**src/hw/rtl/fspc_pkg.sv**
```systemverilog
`default_nettype none
package fspc_pkg;

   // Field widths
   localparam int NSAMP      = 5;
   localparam int SAMPLE_W   = 11;
   localparam int MASK_W     = 5;
   localparam int PED_W      = 10;
   localparam int BAND_W     = 10;
   localparam int MARGIN_W   = 10;
   localparam int RATIO_W    = 8;
   localparam int STATUS_W   = 3;
   localparam int FLAGS_W    = 20;
   localparam int POS_W      = 3;
   localparam int CNT_W      = 3;
   localparam int TICK_W     = 3;
   localparam int AMP_W      = 17;
   localparam int TIME_W     = 12;
   localparam int CSR_IDX_W  = 3;
   localparam int CSR_DATA_W = 10;
   localparam int ADC_BITS_DEFAULT = 10;

   // Divider geometry
   localparam int DIV_N       = 24;
   localparam int DEN_W       = 12;
   localparam int DIV_STEPS   = 4;
   localparam int DIV_STAGES  = DIV_N / DIV_STEPS;
   localparam int SUM_W       = 25;

   // Saturation limits
   localparam logic signed [SUM_W-1:0] AMP_MIN  = -SUM_W'(65536);
   localparam logic signed [SUM_W-1:0] AMP_MAX  = SUM_W'(65535);
   localparam logic signed [SUM_W-1:0] TIME_MIN = -SUM_W'(2048);
   localparam logic signed [SUM_W-1:0] TIME_MAX = SUM_W'(2047);

   // Flag bit positions
   localparam int FLAG_BADAMP  = 0;
   localparam int FLAG_UNDER   = 1;
   localparam int FLAG_OVER    = 2;
   localparam int FLAG_SOMELT  = 3;
   localparam int FLAG_SOMEGT  = 4;
   localparam int FLAG_PED     = 5;
   localparam int FLAG_FIRSTLT = 6;
   localparam int FLAG_FIRSTGT = 7;
   localparam int FLAG_NOPEAK  = 8;
   localparam int FLAG_ONE     = 9;
   localparam int FLAG_TWO     = 10;
   localparam int FLAG_SAW     = 11;
   localparam int FLAG_SHLEFT  = 12;
   localparam int FLAG_TAIL    = 13;
   localparam int FLAG_RISE    = 14;
   localparam int FLAG_SPIKE   = 15;
   localparam int FLAG_TYPEDET = 16;
   localparam int FLAG_EST     = 17;

   // Register indexes
   localparam logic [CSR_IDX_W-1:0] CSR_PEDESTAL = 3'd0;
   localparam logic [CSR_IDX_W-1:0] CSR_BAND     = 3'd1;
   localparam logic [CSR_IDX_W-1:0] CSR_MARGIN   = 3'd2;
   localparam logic [CSR_IDX_W-1:0] CSR_RATIO    = 3'd3;
   localparam logic [CSR_IDX_W-1:0] CSR_MODE     = 3'd4;

   typedef enum logic [STATUS_W-1:0] {
      STATUS_EST      = 3'd0,
      STATUS_PED_RUN  = 3'd1,
      STATUS_NO_PED   = 3'd2,
      STATUS_BAD      = 3'd3,
      STATUS_PED_ONLY = 3'd4,
      STATUS_NO_PEAK  = 3'd5
   } status_type;

   typedef struct packed {
      logic [PED_W-1:0]    pedestal;
      logic [BAND_W-1:0]   band;
      logic [MARGIN_W-1:0] margin;
      logic [RATIO_W-1:0]  ratio;
      logic                mode;
   } cfg_type;

   typedef logic [NSAMP-1:0][SAMPLE_W-1:0] samples_type;

   // First stage: substituted samples and classification
   typedef struct packed {
      samples_type        a;
      logic [FLAGS_W-1:0] ty;
      logic [NSAMP-1:0]   pm;
      logic [POS_W-1:0]   pos;
      logic [CNT_W-1:0]   npk;
      logic [CNT_W-1:0]   nread;
      logic               first_read;
   } cls_type;

   // Second stage: chosen peak and neighbor extremes
   typedef struct packed {
      samples_type         a;
      logic [FLAGS_W-1:0]  ty;
      logic [NSAMP-1:0]    pm;
      logic [POS_W-1:0]    pos;
      logic [CNT_W-1:0]    nread;
      logic                first_read;
      logic [SAMPLE_W-1:0] smax;
      logic [SAMPLE_W-1:0] smin;
      logic                margin_ok;
   } sel_type;

   // Result fields carried alongside the division
   typedef struct packed {
      status_type               status;
      logic [FLAGS_W-1:0]       ty;
      logic [NSAMP-1:0]         pm;
      logic [POS_W-1:0]         pos;
      logic signed [AMP_W-1:0]  amp_base;
      logic signed [TIME_W-1:0] t_base;
      logic                     amp_neg;
      logic                     t_neg;
   } side_type;

   typedef struct packed {
      logic [DIV_N-1:0] num_a;
      logic [DIV_N-1:0] num_b;
      logic [DEN_W-1:0] den;
      side_type         side;
   } div_req_type;

   typedef struct packed {
      logic [DIV_N-1:0] q_a;
      logic [DIV_N-1:0] q_b;
      side_type         side;
   } div_rsp_type;

   localparam logic [TICK_W-1:0] TICK_TAB [2][NSAMP] = '{
      '{3'd0, 3'd1, 3'd2, 3'd3, 3'd4},
      '{3'd0, 3'd3, 3'd4, 3'd5, 3'd6}
   };

endpackage
`default_nettype wire

```
**src/hw/rtl/fspc_if.sv**
```systemverilog
`default_nettype none
interface fspc_req_if;
   import fspc_pkg::*;
   logic                valid;
   logic                ready;
   logic [SAMPLE_W-1:0] sample_0;
   logic [SAMPLE_W-1:0] sample_1;
   logic [SAMPLE_W-1:0] sample_2;
   logic [SAMPLE_W-1:0] sample_3;
   logic [SAMPLE_W-1:0] sample_4;
   logic [MASK_W-1:0]   read_mask;

   modport source (output valid, sample_0, sample_1, sample_2, sample_3, sample_4,
                   read_mask, input ready);
   modport sink (input valid, sample_0, sample_1, sample_2, sample_3, sample_4,
                 read_mask, output ready);
endinterface

interface fspc_rsp_if;
   import fspc_pkg::*;
   logic                     valid;
   logic                     ready;
   logic [STATUS_W-1:0]      status;
   logic [FLAGS_W-1:0]       type_flags;
   logic [NSAMP-1:0]         peak_mask;
   logic [POS_W-1:0]         peak_position;
   logic signed [AMP_W-1:0]  amplitude;
   logic signed [TIME_W-1:0] peak_time;

   modport source (output valid, status, type_flags, peak_mask, peak_position,
                   amplitude, peak_time, input ready);
   modport sink (input valid, status, type_flags, peak_mask, peak_position,
                 amplitude, peak_time, output ready);
endinterface
`default_nettype wire

```
**src/hw/rtl/fspc_classify.sv**
```systemverilog
`default_nettype none
module fspc_classify #(
   parameter int ADC_BITS = fspc_pkg::ADC_BITS_DEFAULT
) (
   input  wire logic             clock,
   input  wire logic             reset,
   input  wire fspc_pkg::cfg_type cfg,
   fspc_req_if.sink              req_chan,
   output logic                  out_valid,
   input  wire logic             out_ready,
   output fspc_pkg::sel_type     out_data
);
   import fspc_pkg::*;

   localparam int CW = (ADC_BITS + 1 > SAMPLE_W) ? ADC_BITS + 1 : SAMPLE_W;
   localparam logic [CW-1:0] AMAX = CW'((1 << ADC_BITS) - 1);

   cls_type s1_ff, s1_in;
   sel_type s2_ff, s2_in;
   logic    v1_ff, v2_ff;
   logic    en1, en2;

   // Advance a stage when it is empty or its content moves on
   assign en2 = !v2_ff || out_ready;
   assign en1 = !v1_ff || en2;
   assign req_chan.ready = en1;
   assign out_valid = v2_ff;
   assign out_data  = s2_ff;

   // Stage one: substitute unread samples, classify against the band, find peaks
   always_comb begin
      logic [SAMPLE_W-1:0] raw [NSAMP];
      logic [SAMPLE_W:0]   up;
      logic [SAMPLE_W:0]   c12;
      logic [NSAMP-1:0]    gt;
      logic [NSAMP-1:0]    pk;
      logic [SAMPLE_W-1:0] bestv;
      logic                have;
      raw[0] = req_chan.sample_0;
      raw[1] = req_chan.sample_1;
      raw[2] = req_chan.sample_2;
      raw[3] = req_chan.sample_3;
      raw[4] = req_chan.sample_4;
      s1_in = '0;
      up = {2'b00, cfg.pedestal} + {2'b00, cfg.band};
      for (int i = 0; i < NSAMP; i++) begin
         s1_in.a[i] = req_chan.read_mask[i] ? raw[i] : {1'b0, cfg.pedestal};
      end
      for (int i = 0; i < NSAMP; i++) begin
         c12 = {1'b0, s1_in.a[i]};
         gt[i] = c12 > up;
         if (gt[i]) begin
            s1_in.ty[FLAG_SOMEGT] = 1'b1;
            if (cfg.mode && i == 0) s1_in.ty[FLAG_FIRSTGT] = 1'b1;
            if (CW'(s1_in.a[i]) == AMAX) s1_in.ty[FLAG_OVER] = 1'b1;
            else if (CW'(s1_in.a[i]) > AMAX) s1_in.ty[FLAG_BADAMP] = 1'b1;
         end else if ((c12 + {2'b00, cfg.band}) < {2'b00, cfg.pedestal}) begin
            s1_in.ty[FLAG_SOMELT] = 1'b1;
            if (cfg.mode && i == 0) s1_in.ty[FLAG_FIRSTLT] = 1'b1;
            if (s1_in.a[i] == '0) s1_in.ty[FLAG_UNDER] = 1'b1;
         end
      end
      if (!s1_in.ty[FLAG_SOMEGT] && !s1_in.ty[FLAG_SOMELT]) s1_in.ty[FLAG_PED] = 1'b1;
      // local peaks: above the band, rising from the left, not rising to the right
      pk = gt;
      for (int i = 1; i < NSAMP; i++) begin
         if (!(s1_in.a[i] > s1_in.a[i-1])) pk[i] = 1'b0;
      end
      for (int i = 0; i < NSAMP - 1; i++) begin
         if (!(s1_in.a[i] >= s1_in.a[i+1])) pk[i] = 1'b0;
      end
      s1_in.pm = pk;
      // pick the earliest highest peak
      bestv = '0;
      have  = 1'b0;
      for (int i = 0; i < NSAMP; i++) begin
         if (pk[i] && (!have || s1_in.a[i] > bestv)) begin
            bestv = s1_in.a[i];
            s1_in.pos = POS_W'(i);
            have = 1'b1;
         end
      end
      s1_in.npk = CNT_W'($countones(pk));
      s1_in.nread = CNT_W'($countones(req_chan.read_mask));
      s1_in.first_read = req_chan.read_mask[0];
   end

   // Stage two: settle the peak position, shape flags and neighbor extremes
   always_comb begin
      logic [POS_W-1:0]    pos;
      logic [SAMPLE_W:0]   lim;
      s2_in = '0;
      s2_in.a          = s1_ff.a;
      s2_in.pm         = s1_ff.pm;
      s2_in.nread      = s1_ff.nread;
      s2_in.first_read = s1_ff.first_read;
      s2_in.ty         = s1_ff.ty;
      pos = s1_ff.pos;
      if (s1_ff.npk == '0) begin
         s2_in.ty[FLAG_NOPEAK] = 1'b1;
      end else begin
         if (s1_ff.npk == CNT_W'(1)) s2_in.ty[FLAG_ONE] = 1'b1;
         else if (s1_ff.npk == CNT_W'(2)) s2_in.ty[FLAG_TWO] = 1'b1;
         else if (s1_ff.npk == CNT_W'(3)) s2_in.ty[FLAG_SAW] = 1'b1;
         if (pos == POS_W'(0)) begin
            if (s1_ff.a[0] == s1_ff.a[1]) pos = POS_W'(1);
            else s2_in.ty[FLAG_TAIL] = 1'b1;
         end
         if (cfg.mode && pos == POS_W'(1)) begin
            if (s1_ff.a[1] == s1_ff.a[2]) pos = POS_W'(2);
            else s2_in.ty[FLAG_SHLEFT] = 1'b1;
         end
         if (pos == POS_W'(NSAMP - 1)) s2_in.ty[FLAG_RISE] = 1'b1;
      end
      s2_in.ty[FLAG_TYPEDET] = 1'b1;
      s2_in.pos = pos;
      s2_in.smax = '0;
      s2_in.smin = '1;
      for (int i = 0; i < NSAMP; i++) begin
         if (POS_W'(i) != pos) begin
            if (s2_in.smax < s1_ff.a[i]) s2_in.smax = s1_ff.a[i];
            if (s2_in.smin > s1_ff.a[i]) s2_in.smin = s1_ff.a[i];
         end
      end
      lim = {1'b0, s2_in.smax} + {2'b00, cfg.margin};
      s2_in.margin_ok = {1'b0, s1_ff.a[pos]} > lim;
   end

   // Hold or advance the stage registers
   always_ff @(posedge clock) begin
      if (reset) begin
         v1_ff <= 1'b0;
         v2_ff <= 1'b0;
      end else begin
         if (en1) v1_ff <= req_chan.valid;
         if (en2) v2_ff <= v1_ff;
      end
   end

   always_ff @(posedge clock) begin
      if (en1) s1_ff <= s1_in;
      if (en2) s2_ff <= s2_in;
   end

endmodule
`default_nettype wire

```
**src/hw/rtl/fspc_prep.sv**
```systemverilog
`default_nettype none
module fspc_prep (
   input  wire logic               clock,
   input  wire logic               reset,
   input  wire fspc_pkg::cfg_type  cfg,
   input  wire logic               in_valid,
   output logic                    in_ready,
   input  wire fspc_pkg::sel_type  in_data,
   output logic                    out_valid,
   input  wire logic               out_ready,
   output fspc_pkg::div_req_type   out_data
);
   import fspc_pkg::*;

   div_req_type s3_ff, s3_in;
   logic        v3_ff;

   assign in_ready  = !v3_ff || out_ready;
   assign out_valid = v3_ff;
   assign out_data  = s3_ff;

   // Spike test, status, interpolation terms and division operands
   always_comb begin
      logic [SAMPLE_W-1:0]        apk;
      logic [SAMPLE_W-1:0]        am;
      logic [SAMPLE_W-1:0]        ap;
      logic [SAMPLE_W-1:0]        avg;
      logic signed [SAMPLE_W+1:0] dpk;
      logic signed [20:0]         lhs;
      logic signed [20:0]         rhs;
      logic [FLAGS_W-1:0]         ty;
      logic signed [13:0]         cc;
      logic signed [11:0]         dd;
      logic [13:0]                c_mag;
      logic [11:0]                d_mag;
      logic [21:0]                d_sq;
      logic                       use_i;
      logic signed [12:0]         pdiff;
      apk = in_data.a[in_data.pos];
      avg = SAMPLE_W'(({1'b0, in_data.smax} + {1'b0, in_data.smin}) >> 1);
      dpk = $signed({2'b00, apk}) - $signed({2'b00, avg});
      lhs = 21'(dpk) <<< 4;
      rhs = $signed({2'b00, 19'(cfg.ratio) * 19'(in_data.smax - in_data.smin)});
      ty = in_data.ty;
      if (!cfg.mode && !ty[FLAG_NOPEAK] && in_data.margin_ok && lhs > rhs)
         ty[FLAG_SPIKE] = 1'b1;

      // neighbors of the chosen sample
      am = '0;
      ap = '0;
      unique case (in_data.pos)
         POS_W'(1): begin am = in_data.a[0]; ap = in_data.a[2]; end
         POS_W'(2): begin am = in_data.a[1]; ap = in_data.a[3]; end
         POS_W'(3): begin am = in_data.a[2]; ap = in_data.a[4]; end
         default:   begin am = '0; ap = '0; end
      endcase
      cc = $signed({2'b00, apk, 1'b0}) - $signed({3'b000, am}) - $signed({3'b000, ap});
      dd = $signed({1'b0, ap}) - $signed({1'b0, am});
      c_mag = cc[13] ? 14'(-cc) : 14'(cc);
      d_mag = dd[11] ? 12'(-dd) : 12'(dd);
      d_sq = d_mag[10:0] * d_mag[10:0];

      s3_in = '0;
      s3_in.side.pm  = in_data.pm;
      s3_in.side.pos = in_data.pos;
      s3_in.side.ty  = ty;
      use_i = 1'b0;
      pdiff = $signed({2'b00, apk}) - $signed({3'b000, cfg.pedestal});
      priority if (cfg.pedestal == '0) begin
         s3_in.side = '0;
         if (in_data.first_read) begin
            s3_in.side.status = STATUS_PED_RUN;
            s3_in.side.ty[FLAG_PED] = 1'b1;
         end else begin
            s3_in.side.status = STATUS_NO_PED;
         end
      end else if (ty[FLAG_BADAMP] || ty[FLAG_UNDER]) begin
         s3_in.side.status = STATUS_BAD;
      end else if (ty[FLAG_PED]) begin
         s3_in.side.status = STATUS_PED_ONLY;
      end else if (ty[FLAG_NOPEAK]) begin
         s3_in.side.status = STATUS_NO_PEAK;
      end else begin
         s3_in.side.status = STATUS_EST;
         s3_in.side.ty[FLAG_EST] = 1'b1;
         s3_in.side.amp_base = {pdiff, 4'b0000};
         s3_in.side.t_base = {1'b0, TICK_TAB[cfg.mode][in_data.pos], 8'h00};
         use_i = (in_data.nread != CNT_W'(1)) && !ty[FLAG_RISE] && !ty[FLAG_TAIL]
                 && !ty[FLAG_SHLEFT] && (in_data.pos >= POS_W'(1))
                 && (in_data.pos <= POS_W'(3)) && (cc != '0);
      end
      s3_in.side.amp_neg = cc[13];
      s3_in.side.t_neg   = cc[13] ^ dd[11];
      s3_in.num_a = use_i ? {1'b0, d_sq, 1'b0} : '0;
      s3_in.num_b = use_i ? {6'd0, d_mag[10:0], 7'd0} : '0;
      s3_in.den   = use_i ? c_mag[DEN_W-1:0] : DEN_W'(1);
   end

   always_ff @(posedge clock) begin
      if (reset) begin
         v3_ff <= 1'b0;
      end else if (in_ready) begin
         v3_ff <= in_valid;
      end
   end

   always_ff @(posedge clock) begin
      if (in_ready) s3_ff <= s3_in;
   end

endmodule
`default_nettype wire

```
**src/hw/rtl/fspc_div.sv**
```systemverilog
`default_nettype none
module fspc_div (
   input  wire logic                  clock,
   input  wire logic                  reset,
   input  wire logic                  in_valid,
   output logic                       in_ready,
   input  wire fspc_pkg::div_req_type in_data,
   output logic                       out_valid,
   input  wire logic                  out_ready,
   output fspc_pkg::div_rsp_type      out_data
);
   import fspc_pkg::*;

   typedef struct packed {
      logic [DEN_W-1:0] rem_a;
      logic [DIV_N-1:0] num_a;
      logic [DEN_W-1:0] rem_b;
      logic [DIV_N-1:0] num_b;
      logic [DEN_W-1:0] den;
      side_type         side;
   } div_stage_type;

   typedef struct packed {
      logic [DEN_W-1:0] rem;
      logic [DIV_N-1:0] num;
   } rn_type;

   // One restoring step: shift in the next dividend bit, subtract when it fits
   function automatic rn_type div_step(input rn_type x, input logic [DEN_W-1:0] den);
      rn_type     r;
      logic [DEN_W:0] t;
      t = {x.rem, x.num[DIV_N-1]};
      r.num = {x.num[DIV_N-2:0], 1'b0};
      if (t >= {1'b0, den}) begin
         t = t - {1'b0, den};
         r.num[0] = 1'b1;
      end
      r.rem = t[DEN_W-1:0];
      return r;
   endfunction

   div_stage_type st_ff [DIV_STAGES];
   div_stage_type st_in [DIV_STAGES];
   div_stage_type src   [DIV_STAGES];
   logic [DIV_STAGES-1:0] v_ff;
   logic [DIV_STAGES:0]   en;

   assign en[DIV_STAGES] = out_ready;
   assign in_ready  = en[0];
   assign out_valid = v_ff[DIV_STAGES-1];
   assign out_data.q_a  = st_ff[DIV_STAGES-1].num_a;
   assign out_data.q_b  = st_ff[DIV_STAGES-1].num_b;
   assign out_data.side = st_ff[DIV_STAGES-1].side;

   for (genvar k = 0; k < DIV_STAGES; k++) begin : g_stage
      assign en[k] = !v_ff[k] || en[k+1];

      if (k == 0) begin : g_first
         always_comb begin
            src[k].rem_a = '0;
            src[k].num_a = in_data.num_a;
            src[k].rem_b = '0;
            src[k].num_b = in_data.num_b;
            src[k].den   = in_data.den;
            src[k].side  = in_data.side;
         end
         always_ff @(posedge clock) begin
            if (reset) v_ff[k] <= 1'b0;
            else if (en[k]) v_ff[k] <= in_valid;
         end
      end else begin : g_next
         assign src[k] = st_ff[k-1];
         always_ff @(posedge clock) begin
            if (reset) v_ff[k] <= 1'b0;
            else if (en[k]) v_ff[k] <= v_ff[k-1];
         end
      end

      // Run DIV_STEPS quotient bits per stage for both dividends
      always_comb begin
         rn_type ra;
         rn_type rb;
         ra.rem = src[k].rem_a;
         ra.num = src[k].num_a;
         rb.rem = src[k].rem_b;
         rb.num = src[k].num_b;
         for (int s = 0; s < DIV_STEPS; s++) begin
            ra = div_step(ra, src[k].den);
            rb = div_step(rb, src[k].den);
         end
         st_in[k].rem_a = ra.rem;
         st_in[k].num_a = ra.num;
         st_in[k].rem_b = rb.rem;
         st_in[k].num_b = rb.num;
         st_in[k].den   = src[k].den;
         st_in[k].side  = src[k].side;
      end

      always_ff @(posedge clock) begin
         if (en[k]) st_ff[k] <= st_in[k];
      end
   end

endmodule
`default_nettype wire

```
**src/hw/rtl/five_sample_pulse_classifier.sv**
```systemverilog
`default_nettype none
// Five-sample pulse classifier.
// req_chan carries one hit per transaction: five ADC samples and the read mask.
// rsp_chan returns one result per hit, in order: status, classification flags,
// peak mask and position, amplitude (signed Q.4) and peak time (signed Q.8).
// csr_we/csr_index/csr_wdata write the pedestal, band, spike margin, spike ratio
// and sample mode registers; write them only while no hit is in flight.
// An accepted hit passes two classification stages, one stage for the spike test
// and interpolation operands, six stages of a restoring divider resolving four
// quotient bits each, and the output register. A new hit is taken every cycle
// unless a stalled receiver has filled the pipeline.
// Every stage has its own valid bit and loads whenever it is empty or its
// content moves on, so a stalled receiver fills the pipe without losing or
// repeating a transaction, and bubbles close up while the output waits.
// Synchronous reset empties the pipeline and loads the register defaults
// (pedestal 0, band 3, margin 3, ratio 40, mode 0).
module five_sample_pulse_classifier #(
   parameter int ADC_BITS = fspc_pkg::ADC_BITS_DEFAULT
) (
   input  wire logic                            clock,
   input  wire logic                            reset,
   fspc_req_if.sink                             req_chan,
   fspc_rsp_if.source                           rsp_chan,
   input  wire logic                            csr_we,
   input  wire logic [fspc_pkg::CSR_IDX_W-1:0]  csr_index,
   input  wire logic [fspc_pkg::CSR_DATA_W-1:0] csr_wdata
);
   import fspc_pkg::*;

   cfg_type     cfg_ff;
   sel_type     sel_data;
   div_req_type prep_data;
   div_rsp_type div_data;
   logic        sel_valid, sel_ready;
   logic        prep_valid, prep_ready;
   logic        div_valid, div_ready;
   logic        out_valid_ff;
   logic [STATUS_W-1:0]      status_ff;
   logic [FLAGS_W-1:0]       flags_ff;
   logic [NSAMP-1:0]         pm_ff;
   logic [POS_W-1:0]         pos_ff;
   logic signed [AMP_W-1:0]  amp_ff, amp_in;
   logic signed [TIME_W-1:0] time_ff, time_in;

   // Write configuration registers
   always_ff @(posedge clock) begin
      if (reset) begin
         cfg_ff.pedestal <= '0;
         cfg_ff.band     <= BAND_W'(3);
         cfg_ff.margin   <= MARGIN_W'(3);
         cfg_ff.ratio    <= RATIO_W'(40);
         cfg_ff.mode     <= 1'b0;
      end else if (csr_we) begin
         unique case (csr_index)
            CSR_PEDESTAL: cfg_ff.pedestal <= csr_wdata[PED_W-1:0];
            CSR_BAND:     cfg_ff.band     <= csr_wdata[BAND_W-1:0];
            CSR_MARGIN:   cfg_ff.margin   <= csr_wdata[MARGIN_W-1:0];
            CSR_RATIO:    cfg_ff.ratio    <= csr_wdata[RATIO_W-1:0];
            CSR_MODE:     cfg_ff.mode     <= csr_wdata[0];
            default:      cfg_ff          <= cfg_ff;
         endcase
      end
   end

   fspc_classify #(.ADC_BITS(ADC_BITS)) u_classify (
      .clock     (clock),
      .reset     (reset),
      .cfg       (cfg_ff),
      .req_chan  (req_chan),
      .out_valid (sel_valid),
      .out_ready (sel_ready),
      .out_data  (sel_data)
   );

   fspc_prep u_prep (
      .clock     (clock),
      .reset     (reset),
      .cfg       (cfg_ff),
      .in_valid  (sel_valid),
      .in_ready  (sel_ready),
      .in_data   (sel_data),
      .out_valid (prep_valid),
      .out_ready (prep_ready),
      .out_data  (prep_data)
   );

   fspc_div u_div (
      .clock     (clock),
      .reset     (reset),
      .in_valid  (prep_valid),
      .in_ready  (prep_ready),
      .in_data   (prep_data),
      .out_valid (div_valid),
      .out_ready (div_ready),
      .out_data  (div_data)
   );

   // Apply the signed corrections and saturate
   always_comb begin
      logic signed [SUM_W-1:0] qa;
      logic signed [SUM_W-1:0] qb;
      logic signed [SUM_W-1:0] asum;
      logic signed [SUM_W-1:0] tsum;
      qa = $signed({1'b0, div_data.q_a});
      qb = $signed({1'b0, div_data.q_b});
      asum = SUM_W'(div_data.side.amp_base) + (div_data.side.amp_neg ? -qa : qa);
      tsum = SUM_W'(div_data.side.t_base) + (div_data.side.t_neg ? -qb : qb);
      if (asum < AMP_MIN) asum = AMP_MIN;
      else if (asum > AMP_MAX) asum = AMP_MAX;
      if (tsum < TIME_MIN) tsum = TIME_MIN;
      else if (tsum > TIME_MAX) tsum = TIME_MAX;
      amp_in  = asum[AMP_W-1:0];
      time_in = tsum[TIME_W-1:0];
   end

   // Output register: hold while the receiver stalls
   assign div_ready = !out_valid_ff || rsp_chan.ready;

   always_ff @(posedge clock) begin
      if (reset) begin
         out_valid_ff <= 1'b0;
      end else if (div_ready) begin
         out_valid_ff <= div_valid;
      end
   end

   always_ff @(posedge clock) begin
      if (div_ready) begin
         status_ff <= div_data.side.status;
         flags_ff  <= div_data.side.ty;
         pm_ff     <= div_data.side.pm;
         pos_ff    <= div_data.side.pos;
         amp_ff    <= amp_in;
         time_ff   <= time_in;
      end
   end

   assign rsp_chan.valid         = out_valid_ff;
   assign rsp_chan.status        = status_ff;
   assign rsp_chan.type_flags    = flags_ff;
   assign rsp_chan.peak_mask     = pm_ff;
   assign rsp_chan.peak_position = pos_ff;
   assign rsp_chan.amplitude     = amp_ff;
   assign rsp_chan.peak_time     = time_ff;

endmodule
`default_nettype wire

```
**src/flat_wrapper.sv**
```systemverilog
// flat-port wrapper written by rule: the top's interface ports become plain ports
module five_sample_pulse_classifier_flat import fspc_pkg::*;
#(
   parameter int ADC_BITS = fspc_pkg::ADC_BITS_DEFAULT
)
  (clock, reset, csr_we, csr_index, csr_wdata, req_chan_valid, req_chan_sample_0, req_chan_sample_1, req_chan_sample_2, req_chan_sample_3, req_chan_sample_4, req_chan_read_mask, req_chan_ready, rsp_chan_valid, rsp_chan_status, rsp_chan_type_flags, rsp_chan_peak_mask, rsp_chan_peak_position, rsp_chan_amplitude, rsp_chan_peak_time, rsp_chan_ready);
  fspc_req_if req_chan_i ();
  fspc_rsp_if rsp_chan_i ();
  input  wire logic clock;
  input  wire logic reset;
  input  wire logic csr_we;
  input  wire logic [fspc_pkg::CSR_IDX_W-1:0] csr_index;
  input  wire logic [fspc_pkg::CSR_DATA_W-1:0] csr_wdata;
  input wire logic [$bits(req_chan_i.valid)-1:0] req_chan_valid;
  input wire logic [$bits(req_chan_i.sample_0)-1:0] req_chan_sample_0;
  input wire logic [$bits(req_chan_i.sample_1)-1:0] req_chan_sample_1;
  input wire logic [$bits(req_chan_i.sample_2)-1:0] req_chan_sample_2;
  input wire logic [$bits(req_chan_i.sample_3)-1:0] req_chan_sample_3;
  input wire logic [$bits(req_chan_i.sample_4)-1:0] req_chan_sample_4;
  input wire logic [$bits(req_chan_i.read_mask)-1:0] req_chan_read_mask;
  output wire logic [$bits(req_chan_i.ready)-1:0] req_chan_ready;
  output wire logic [$bits(rsp_chan_i.valid)-1:0] rsp_chan_valid;
  output wire logic [$bits(rsp_chan_i.status)-1:0] rsp_chan_status;
  output wire logic [$bits(rsp_chan_i.type_flags)-1:0] rsp_chan_type_flags;
  output wire logic [$bits(rsp_chan_i.peak_mask)-1:0] rsp_chan_peak_mask;
  output wire logic [$bits(rsp_chan_i.peak_position)-1:0] rsp_chan_peak_position;
  output wire logic [$bits(rsp_chan_i.amplitude)-1:0] rsp_chan_amplitude;
  output wire logic [$bits(rsp_chan_i.peak_time)-1:0] rsp_chan_peak_time;
  input wire logic [$bits(rsp_chan_i.ready)-1:0] rsp_chan_ready;
  assign req_chan_i.valid = req_chan_valid;
  assign req_chan_i.sample_0 = req_chan_sample_0;
  assign req_chan_i.sample_1 = req_chan_sample_1;
  assign req_chan_i.sample_2 = req_chan_sample_2;
  assign req_chan_i.sample_3 = req_chan_sample_3;
  assign req_chan_i.sample_4 = req_chan_sample_4;
  assign req_chan_i.read_mask = req_chan_read_mask;
  assign req_chan_ready = req_chan_i.ready;
  assign rsp_chan_valid = rsp_chan_i.valid;
  assign rsp_chan_status = rsp_chan_i.status;
  assign rsp_chan_type_flags = rsp_chan_i.type_flags;
  assign rsp_chan_peak_mask = rsp_chan_i.peak_mask;
  assign rsp_chan_peak_position = rsp_chan_i.peak_position;
  assign rsp_chan_amplitude = rsp_chan_i.amplitude;
  assign rsp_chan_peak_time = rsp_chan_i.peak_time;
  assign rsp_chan_i.ready = rsp_chan_ready;
  five_sample_pulse_classifier #(.ADC_BITS(ADC_BITS)) u_core (.clock(clock), .reset(reset), .req_chan(req_chan_i), .rsp_chan(rsp_chan_i), .csr_we(csr_we), .csr_index(csr_index), .csr_wdata(csr_wdata));
endmodule
```
**config.mk**
```make
export PLATFORM = sky130hd
export DESIGN_NAME = five_sample_pulse_classifier_flat
export DESIGN_NICKNAME = d
export VERILOG_FILES = /design/src/hw/rtl/fspc_pkg.sv /design/src/hw/rtl/fspc_if.sv /design/src/hw/rtl/fspc_classify.sv /design/src/hw/rtl/fspc_prep.sv /design/src/hw/rtl/fspc_div.sv /design/src/hw/rtl/five_sample_pulse_classifier.sv /design/src/flat_wrapper.sv
export SDC_FILE = /design/constraint.sdc
export NUM_CORES = 2
export LEC_CHECK = 0
export ABC_AREA = 0
export BUFFER_PORTS_ARGS = -buffer_cell sky130_fd_sc_hd__buf_2
export CAP_MARGIN = 0
export CORE_MARGIN = 1
export CORE_UTILIZATION = 25
export DETAILED_ROUTE_END_ITERATION = 6
export PLACE_DENSITY = 0.4
export SYNTH_ARGS = -nofsm -noshare
export SYNTH_HDL_FRONTEND = slang
export SYNTH_SLANG_ARGS = --single-unit
```
**constraint.sdc**
```tcl
create_clock -name clock -period 24.9 [get_ports clock]
set_input_delay 4.98 -clock clock [delete_from_list [all_inputs] [get_ports clock]]
set_output_delay 4.98 -clock clock [all_outputs]
set_load 0.01 [all_outputs]
```
-- Yosys cells after proc, flatten, opt, wreduce, memory -nomap -nowiden
Memory sizes are Yosys's and may differ from the RTL's.
Index checks and enable logic that the tools add are counted.
- register bits: 412
- RAM bits: 876
- input bits: 78
- output and inout port bits: 62
- logic and storage cells: 598
- memories kept: 1
- memories (name ; words ; width ; rd ports ; clocked after Yosys merged registers in ; wr ports ; RTL line ; source):
    u_core.u_div.st_ff ; 6 ; 146 ; 6 ; 0 ; 6 ; fspc_div.sv:42 ; div_stage_type st_ff [DIV_STAGES];
- $add $sub $neg: 76
- multipliers: 2
- $lt $le $gt $ge: 97
- equality and inequality tests: 24
- multiplexer cells: 248
- bitwise logic cells: 6
- reduce and logical (&&, ||, !) cells: 74
- operators with widths (kind ; number):
    12-bit 2-to-1 mux ; 50
    13-bit by 12-bit greater-or-equal comparator with 1-bit output ; 46
    12-bit subtractor ; 46
    11-bit 2-to-1 mux ; 23
    11-bit greater-than comparator ; 17
    1-bit 2-to-1 mux ; 143
    22-bit 2-to-1 mux ; 5
    11-bit by 10-bit adder with 12-bit output ; 6
    11-bit binary-select mux with 3-bit select ; 2
    11-bit one-hot mux with 3 select lines ; 2
    12-bit by 10-bit < comparator with 1-bit output ; 5
    11-bit by 10-bit == test with 1-bit output, second input constant ; 5
    11-bit by 10-bit greater-than comparator with 1-bit output, second input constant ; 5
    11-bit zero test ; 5
    25-bit 2-to-1 mux ; 2
    24-bit negation with 25-bit output ; 2
    3-bit 2-to-1 mux ; 15
    11-bit greater-or-equal comparator ; 4
    11-bit < comparator ; 4
    11-bit by 11-bit subtractor with 12-bit output ; 3
    15-bit 2-to-1 mux ; 2
    12-bit by 25-bit adder with 25-bit output ; 1
    17-bit by 25-bit adder with 25-bit output ; 1
    25-bit by 12-bit greater-than comparator with 1-bit output, second input constant ; 1
    other kinds (53) ; 132

-- Longest topological paths before layout
- word-level depth: 25
- depth in mapped cells: 66
- gate-level depth less buffers: 63

-- Modules after synthesis
From an unflattened synthesis, not the netlist that was laid out.
- cell total of the unflattened synthesis: 9351
- area total of the unflattened synthesis: 95957.0 µm²
- by module, submodules not included (module ; instances ; cells each ; area an instance (µm²) ; seq. area each (µm²)):
    fspc_div ; 1 ; 4887 ; 54868.9 ; 25344.3
    fspc_classify ; 1 ; 1914 ; 18684.2 ; 5535.3
    fspc_prep ; 1 ; 1750 ; 15283.4 ; 2752.6
    five_sample_pulse_classifier ; 1 ; 800 ; 7120.6 ; 2602.5

-- Worst setup path after synthesis
OpenSTA, ideal clock, no wires.
- path type: input port to output port
- start point: input rsp_chan_ready
- end point: output req_chan_ready
- arrival: 12036 ps
- path slack: 7884 ps
- stages on the path: 6
- path through: nor2b_1 and2_1 and3_1 nand3_1 nor2_1 nand4_1
- longest elaborated chain between the ends: 10
- RTL lines (element ; RTL line ; source):
    from (decl) ; flat_wrapper.sv:29 ; input wire logic [$bits(rsp_chan_i.ready)-1:0] rsp_chan_ready;
    1-bit logical OR ; five_sample_pulse_classifier.sv:117 ; assign div_ready = !out_valid_ff || rsp_chan.ready;
    1-bit logical OR (5 in a row) ; fspc_div.sv:56 ; assign en[k] = !v_ff[k] || en[k+1];
    named net u_core.u_div.en[1] ; fspc_div.sv:46 ; logic [DIV_STAGES:0] en;
    1-bit logical OR ; fspc_div.sv:56 ;
    1-bit logical OR ; fspc_prep.sv:18 ; assign in_ready = !v3_ff || out_ready;
    1-bit logical OR ; fspc_classify.sv:24 ; assign en2 = !v2_ff || out_ready;
    1-bit logical OR ; fspc_classify.sv:25 ; assign en1 = !v1_ff || en2;
    to (decl) ; flat_wrapper.sv:21 ; output wire logic [$bits(req_chan_i.ready)-1:0] req_chan_ready;
The timed path passes the listed nets, and every way through them passes these cells.

==> results by group <==
Critical path
  – Crit Path Max Fanout: 20
  – Slowest CP cell: mux2i_1
  – Critical Path Sink Type: flop
  – Cell mode on critical path: o21a_1
  – Slowest stage delay, CP: 0.74 ns
  – WP data required: 25.56 ns
  – Crit path arrival time: 17.24 ns
  – WS Path Type: in2reg
  – CP startpoint kind: input pin

Layout
  – Reg area: 0.0316 mm2
  – Share of layout cells above drive strength 1: 11.2%
  – Layout overhead on the synthesized area: 13.0%
  – Area of the multi-input gates: 0.0522 mm2
  – Commonest cells after routing, fill and taps aside: 1092 x ha_1, 1020 x edfxtp_1, 779 x inv_1, 614 x a21oi_1, 539 x nor2_1
  – Total Nets Final: 10200
  – Fill cell count: 36300
  – Final std cells w/o fill: 13500
  – Most common cell after layout, fill and taps aside: ha_1
  – Fin util: 28.4%

Clocking
  – CTS tree: built
  – Clock Tree Buf Depth: 4
  – Clock transition at the registers of the reported paths: 0.06 ns
  – CTS Hold Bufs: 0
  – Clock Tree Root: clkbuf_16
  – Post-CTS sizing: 0
  – Clock Sinks: 1069
  – CTS buffer count: 140
  – H-tree Lvls: 4
  – Worst-Skew Late Latency: 0.82 ns
  – Setup bufs post-CTS: 0

Floorplanning
  – Number of placement rows: 216
  – Starting Density: 25.2%
  – Die height: 593 um
  – # IOs: 140
  – Die footprint: 0.352 mm2
  – Core area: 0.347 mm2
  – Chip width: 593 um

Place
  – Placed insts: 13300
  – Quantity of I/O buffers inserted on ports: 137
  – Dpl hpwl: 221000 um
  – Routability congestion estimate: 0.855

Job
  – Maxcap violations: 0

Global route
  – Vias in the first global route: 66300
  – Grt total ovfl: 0
  – GR Util All Layers: 15.7%
  – Initial antenna violation count: 18
  – First-pass GRT wire length: 419000 um
  – Largest net degree at the start of global routing: 65

Logic synthesis
  – Yosys reg bits: 1069
  – Async SR Flop Fraction: 0%
  – Cell variety after synth: 96
  – Synth Area in Compound Gates: 14.8%
  – Top cell type's share of synthesized area: 35.1%
  – Dominant cells by area after synthesis: edfxtp_1 35%, ha_1 16%, mux2_2 5.0%
  – Mapped cell area: 0.0874 mm2
  – Area leader, netlist: edfxtp_1
  – XOR/XNOR Fraction of Synth Area: 6.02%
  – Adder-cell share of the synthesized area: 20.1%
  – Primary FF master, synth: edfxtp_1
  – Synth Area in Simple Gates: 12.5%
  – Mapped Cells: 8621
  – Syn avg cell area: 10.1 um2
  – YS warnings: 0
  – Largest family of logic cells by synthesized area: adder cells
  – Number of synthesized flops with an enable pin: 1020
  – Post-synthesis sequential area ratio: 36.2%
  – Post-synthesis mux area share: 6.24%

STA
  – Setup-failing EPs final: 0
  – Hold Fails Final Rpt: 0
  – Fmax: 60.3 MHz
  – Worst hold slack: 0.373 ns
  – RSZ-0062 raised after global routing: false
  – Clk_skew: 0.0911 ns
  – Fin. max-slew vios: 0
  – Fin crit period: 16.58 ns
  – Worst slew pin tran: 1.19 ns
  – Rel. slew slack: 20.1%
  – Fin crit share: 66.6%
  – Setup TNS: 0 ns

Drt
  – DRT Pass-1 Iters: 5
  – Via count: 65100
  – Final ANT Viol Nets: 0
  – Mean routed wirelength per cell: 20.7 um
  – DRC viols: 0
  – WL final: 281000 um
  – Vias per cell: 4.81
  – 1st-iter DRT viols: 3736

Outcome
  – Outcome: complete, no violations

Min path
  – Class of the worst hold path: reg2reg
[flip-flops by register name, summed over array words and instances, names as in the netlist]
| name | count |
|---|---|
| u_core.u_prep.out_data | 89 |
| u_core.rsp_chan.type_flags | 18 |
| u_core.rsp_chan.valid | 1 |
| u_core.u_prep.out_valid | 1 |
| u_core.u_classify.out_valid | 1 |
| u_core.cfg_ff | 39 |
| u_core.u_classify.s1_ff | 78 |
| u_core.u_div.v_ff | 5 |
| u_core.rsp_chan.peak_position | 3 |
| u_core.rsp_chan.status | 3 |
| u_core.rsp_chan.peak_time | 12 |
| u_core.u_classify.out_data | 105 |
| u_core.u_div.out_valid | 1 |
| u_core.rsp_chan.peak_mask | 5 |
| u_core.u_classify.v1_ff | 1 |
| u_core.u_div.st_ff | 690 |
| u_core.rsp_chan.amplitude | 17 |
[per-stage QoR]
stage / setup slack [ns] / area (um2)
after detailed placement: 7.26 / 94200
after global placement: 7.11 / 94200
after global routing: 7.48 / 98700
final: 8.32 / 98700
after CTS: 8.13 / 98700
after floorplan: 7.88 / 87400
[per-layer routing]
| metal | global-route usage, % | vias up | share of wire, % |
|---|---|---|---|
| met2 | 26.7 | 1128 | 47 |
| li1 | - | 32000 | - |
| met5 | 0 | - | 0 |
| met3 | 1.78 | 324 | 3.5 |
| met1 | 20.9 | 31700 | 47 |
| met4 | 4.29 | 0 | 2.8 |
[logic make-up (layout without fill, tap and decap cells)]
logic type | count (synthesis) | in the layout
AND/OR/NAND/NOR | 2204 | 2204
AO/OA/AOI/OAI | 1999 | 1999
adder cells (fa/ha/maj) | 1285 | 1285
flip-flops | 1069 | 1069
buffers and inverters | 970 | 1303
XOR/XNOR | 597 | 597
multiplexers | 496 | 496
other | 1 | 12
[area by class of cell]
cell class,count,area share (%)
antenna,5,0.0127
clock buffer,165,3.74
clock inverter,77,0.761
inverter,788,3.01
multi-input combinational,6588,52.9
sequential,1069,32.0
tap,4578,5.80
timing repair buffer,273,1.73
[Yosys cell counts (all sizes together) (86+ instances only)]
cell type	number
ha	1092
edfxtp	1020
inv	787
a21oi	614
nor2	539
nand2	506
xnor2	402
mux2	388
o21ai	359
a21o	223
xor2	194
fa	193
nand4	172
nor3	172
o21a	164
clkbuf	156
nor2b	154
nand3	134
and2	128
mux2i	108
o21bai	107
nand2b	94
or2	86
[critical path: cells and delay by family]
| kind | cells | cell delay [ns] |
|---|---|---|
| multiplexers | 4 | 1.93 |
| buffers and inverters | 4 | 1.06 |
| AO/OA/AOI/OAI | 35 | 6.30 |
| AND/OR/NAND/NOR | 9 | 1.51 |
| adder cells (fa/ha/maj) | 5 | 1.43 |
[worst paths after layout]
check                              startpoint                       endpoint  slack, ns  cells past startpoint
setup / recovery        req_chan_read_mask[0]     u_core.u_classify.s1_ff[7]       8.32                     57
hold / removal     u_core.u_prep.out_data[91]      u_core.u_div.st_ff[0][95]       0.37                      0
setup reg to reg  u_core.u_classify.s1_ff[46]  u_core.u_classify.out_data[0]      10.98                     57
hold reg to reg    u_core.u_prep.out_data[91]      u_core.u_div.st_ff[0][95]       0.37                      0
Power is left out: the tool's default activity adds up to more than one toggle a clock period on the data nets, which glitch-free logic cannot reach.
